File: src/hdl/ibt_pkg.sv
// Shared constants, types and codes for the interval booking table.
`timescale 1ns / 1ps

package ibt_pkg;

	localparam int MAX_RANGES = 64;
	localparam int TIME_BITS  = 30;
	localparam int CNT_BITS   = $clog2(MAX_RANGES + 1);
	localparam int USED_BITS  = 7;

	typedef logic [TIME_BITS-1:0] time_t;
	typedef logic [CNT_BITS-1:0]  cnt_t;

	typedef enum logic [1:0] {
		ST_BOOKED  = 2'd0,
		ST_OVERLAP = 2'd1,
		ST_FULL    = 2'd2,
		ST_EMPTY   = 2'd3
	} status_t;

	// table update applied by every cell in the same cycle
	typedef enum logic [2:0] {
		OP_NONE,
		OP_JOIN,
		OP_EXT_END,
		OP_EXT_START,
		OP_INSERT
	} op_t;

	typedef enum logic {
		FSM_IDLE,
		FSM_UPD
	} fsm_t;

	typedef struct packed {
		logic  capture;
		op_t   op;
		time_t key_s;
		time_t key_e;
	} cell_ctrl_t;

	typedef struct packed {
		logic ov;
		logic lm;
		logic rm;
	} cell_hit_t;

endpackage

File: src/hdl/ibt_cell.sv
// One table cell: holds a booked range, compares it to a request, shifts with neighbors.
`timescale 1ns / 1ps

module ibt_cell (
	input  logic                clk,
	input  ibt_pkg::cell_ctrl_t ctrl,
	input  logic                used,
	input  logic                prev_lt,
	input  logic                next_lt,
	input  ibt_pkg::time_t      left_start,
	input  ibt_pkg::time_t      left_end,
	input  ibt_pkg::time_t      right_start,
	input  ibt_pkg::time_t      right_end,
	output ibt_pkg::time_t      rng_start,
	output ibt_pkg::time_t      rng_end,
	output logic                lt,
	output ibt_pkg::cell_hit_t  hit
);
	import ibt_pkg::*;

	time_t start_q;
	time_t end_q;
	time_t start_d;
	time_t end_d;
	logic  lt_q;
	logic  egt_q;
	logic  eeq_q;
	logic  slt_q;
	logic  seq_q;
	logic  is_prev;
	logic  is_p;

	// compare flags, taken when the request is accepted
	always_ff @(posedge clk) begin
		if (ctrl.capture) begin
			lt_q  <= used && (start_q < ctrl.key_s);
			egt_q <= end_q > ctrl.key_s;
			eeq_q <= end_q == ctrl.key_s;
			slt_q <= start_q < ctrl.key_e;
			seq_q <= start_q == ctrl.key_e;
		end
	end

	// is_prev: last entry starting below s; is_p: insertion point
	assign is_prev = lt_q && !next_lt;
	assign is_p    = !lt_q && prev_lt;

	assign lt     = lt_q;
	assign hit.ov = (is_prev && egt_q) || (is_p && used && slt_q);
	assign hit.lm = is_prev && eeq_q;
	assign hit.rm = is_p && used && seq_q;

	always_comb begin
		start_d = start_q;
		end_d   = end_q;
		case (ctrl.op)
			OP_JOIN: begin
				if (is_prev) begin
					end_d = right_end;
				end else if (!lt_q) begin
					start_d = right_start;
					end_d   = right_end;
				end
			end
			OP_EXT_END: begin
				if (is_prev) begin
					end_d = ctrl.key_e;
				end
			end
			OP_EXT_START: begin
				if (is_p) begin
					start_d = ctrl.key_s;
				end
			end
			OP_INSERT: begin
				if (is_p) begin
					start_d = ctrl.key_s;
					end_d   = ctrl.key_e;
				end else if (!lt_q) begin
					start_d = left_start;
					end_d   = left_end;
				end
			end
			default: begin
				start_d = start_q;
				end_d   = end_q;
			end
		endcase
	end

	always_ff @(posedge clk) begin
		start_q <= start_d;
		end_q   <= end_d;
	end

	assign rng_start = start_q;
	assign rng_end   = end_q;

endmodule

File: config.mk
export PLATFORM = sky130hd
export DESIGN_NAME = ibt_cell
export DESIGN_NICKNAME = d
export VERILOG_FILES = /design/src/hdl/ibt_pkg.sv /design/src/hdl/ibt_cell.sv
export SDC_FILE = /design/constraint.sdc
export NUM_CORES = 1
export LEC_CHECK = 0
export BUFFER_PORTS_ARGS = -buffer_cell sky130_fd_sc_hd__buf_2
export CAP_MARGIN = 25
export CORE_ASPECT_RATIO = 2
export CORE_UTILIZATION = 47
export DETAILED_ROUTE_END_ITERATION = 8
export PLACE_DENSITY = 0.81
export SLEW_MARGIN = 30
export SYNTH_ARGS = -nofsm -noshare
export SYNTH_HDL_FRONTEND = slang
export SYNTH_SLANG_ARGS = --single-unit
File: constraint.sdc
create_clock -name clk -period 3.5 [get_ports clk]
set_input_delay 0.7 -clock clk [delete_from_list [all_inputs] [get_ports clk]]
set_output_delay 0.7 -clock clk [all_outputs]
set_load 0.02 [all_outputs]
==> qor.txt <==
Fin nets = 1,045
Post-synth net total = 796
Arr. time, crit path = 2.57 ns
WS Path Type = reg -> reg
Final setup fails = 0
Worst clock skew = 0.0106 ns
DR DRC count = 0
Final ANT Viol Nets = 0
Syn avg cell area = 10.0 um2
Average wire per standard cell = 19.5 um
Clk Latency, worst-skew pair = 0.33 ns
DIE AREA = 0.0115 mm2
Setup_tns = 0 ns
Req. time, crit path = 3.70 ns
Commonest cells after routing, fill and taps aside = buf_2, inv_1, ha_1
H-tree levels = 3
Filler cells = 898
# rows = 53
Final instance area = 0.00688 mm2
GR Overflow Total = 0
Slew Limit Headroom = 0.325
Root Driver = clkbuf_16
Initial antenna violation count = 0
Peak supply drop = 0.242 mV
Most common cell after layout, fill and taps aside = buf_2
Clock-pin slew on the worst setup and hold paths = 0.06 ns
I/O Pins = 252
Register area share after synthesis = 0.376
Startpoint types = register
Post-synth ARST share = 0
Initial Utilization = 0.489
Setup bufs post-CTS = 0
Slew @ Worst Pin = 1.01 ns
# port buffers = 251
Netlist cell types = 44
Pin count of the biggest net entering global routing = 31
Critical Path End Type = register
Hold Vio Cnt, Final = 0
CTS Sinks = 65
RSZ-0062 raised after global routing = no
Dominant synthesized flop cell = edfxtp_1
Total Wirelength = 17,700 um
Post-CTS sizing = 0
Leakage = 3.71 nW
GP Congestion = 0.904
Slew Limit Fails = 0
Seq cells post-synth = 65
Clock Path Buffers = 2
Ys Warns = 0
CTS buffer count = 9
Crit path largest cell delay = 0.63 ns
Crit-path cells = nor2b_4 -> nand3b_1 -> a21oi_2 -> buf_4 -> a222oi_1 -> inv_1
First-pass GRT wire length = 26,500 um
Cell family with most CP delay = compound AO/OA/AOI/OAI gates
Outcome = finished, final reports clean
# diodes = 0
Final period utilization = 0.677
Worst Path Buf+Inv = 2
Detailed Routing Iterations Pass 1 = 8
Crit Path Max Fanout = 18
Cells after Synth = 519
Pwr/cell area = 355 mW/mm2
Die X-Extent = 76.3 um
Post-synth EDFFs = 65
Placed cell areas = 0.00660 mm2
Share of layout cells above drive strength 1 = 0.364
DR vias/cell = 5.96
Fmax = 0.422 GHz
Worst hold-check path type = in -> reg
Crit-path slowest cell = a21oi_2
GRT Util Overall = 0.304
Initial DRC count = 482
Vias in the first global route = 5,654
Synthesized area = 0.00519 mm2
CTS tree = done
Area grow syn2layout = 32.5%
Chip Height = 151 um
Vias = 5,422
# hold bufs at CTS = 0
Hpwl dp = 14,300 um
Core area = 0.0106 mm2
Max-Cap Viols = 0
Design Power = 0.00244 W
Final min period = 2.37 ns
==> kinds of logic (layout without fill, tap and decap cells) <==
kind of cell / Yosys count / after routing / share of synthesized area
adders and majority gates: 89 / 89 / 0.215
DFF: 65 / 65 / 0.376
AOI/OAI and AO/OA: 136 / 136 / 0.207
and+or+nand+nor: 87 / 87 / 0.0911
buffers and inverters: 142 / 395 / 0.111
==> sequential cells by signal (all words and copies together) (netlist names) <==
register   count
eeq_q          1
egt_q          1
lt             1
rng_end       30
rng_start     30
seq_q          1
slt_q          1
==> power by group <==
group	total, W	switching [W]	internal, W
combinational	0.000617	0.000355	0.000262
sequential	0.000960	0.0000368	0.000923
clock	0.000864	0.000324	0.000540
==> stage by stage <==
stage / setup slack, ns / util / instances / hold WS, ns
floorplan: 0.444 / - / 519 / 0.812
global placement: 0.887 / 0.622 / 894 / 0.842
detailed placement: 0.868 / 0.622 / 894 / 0.864
CTS: 1.20 / 0.648 / 909 / 0.644
global route: 1.04 / 0.648 / 909 / 0.657
finish: 1.13 / 0.648 / 909 / 0.652
==> synthesized netlist by cell type, drive strengths merged, types with 4 or more instances <==
cell type / instances / area (um2)
a222oi: 60 / 601
nand3: 7 / 35.0
a21o: 7 / 52.6
nand4: 7 / 43.8
nand2b: 4 / 27.5
a21oi: 38 / 190
edfxtp: 65 / 1950
and4: 5 / 43.8
clkbuf: 4 / 15.0
nand2: 30 / 113
inv: 123 / 462
a221oi: 6 / 52.6
and3: 4 / 25.0
buf: 15 / 101
nor2: 13 / 58.8
nor2b: 5 / 38.8
o21ai: 12 / 60.1
ha: 89 / 1110
==> routing by layer <==
| layer | vias up | global-route usage | share of wire |
|---|---|---|---|
| met1 | 2514 | 0.290 | 0.33 |
| met3 | 96 | 0.0485 | 0.059 |
| li1 | 2471 | - | - |
| met2 | 341 | 0.583 | 0.55 |
| met5 | - | 0 | 0 |
| met4 | 0 | 0.215 | 0.060 |
==> worst paths after layout <==
check | startpoint | endpoint | slack (ns) | cells after the start
min | ctrl[63] | lt | 0.65 | 1
max reg2reg | lt | rng_end[28] | 1.13 | 6
max | lt | rng_end[28] | 1.13 | 6
min reg2reg | lt | rng_start[6] | 0.88 | 1
==> layout make-up <==
type | count | area [um2] | share of cell area
clock buffers | 10 | 229 | 0.0333
repair buffers | 257 | 1310 | 0.191
flip-flops and latches | 65 | 1950 | 0.284
clock inverters | 5 | 47.5 | 0.00692
well taps | 137 | 171 | 0.0249
inverters | 123 | 462 | 0.0672
multi-input cells | 312 | 2700 | 0.393
(Power assumes the default switching activity.)
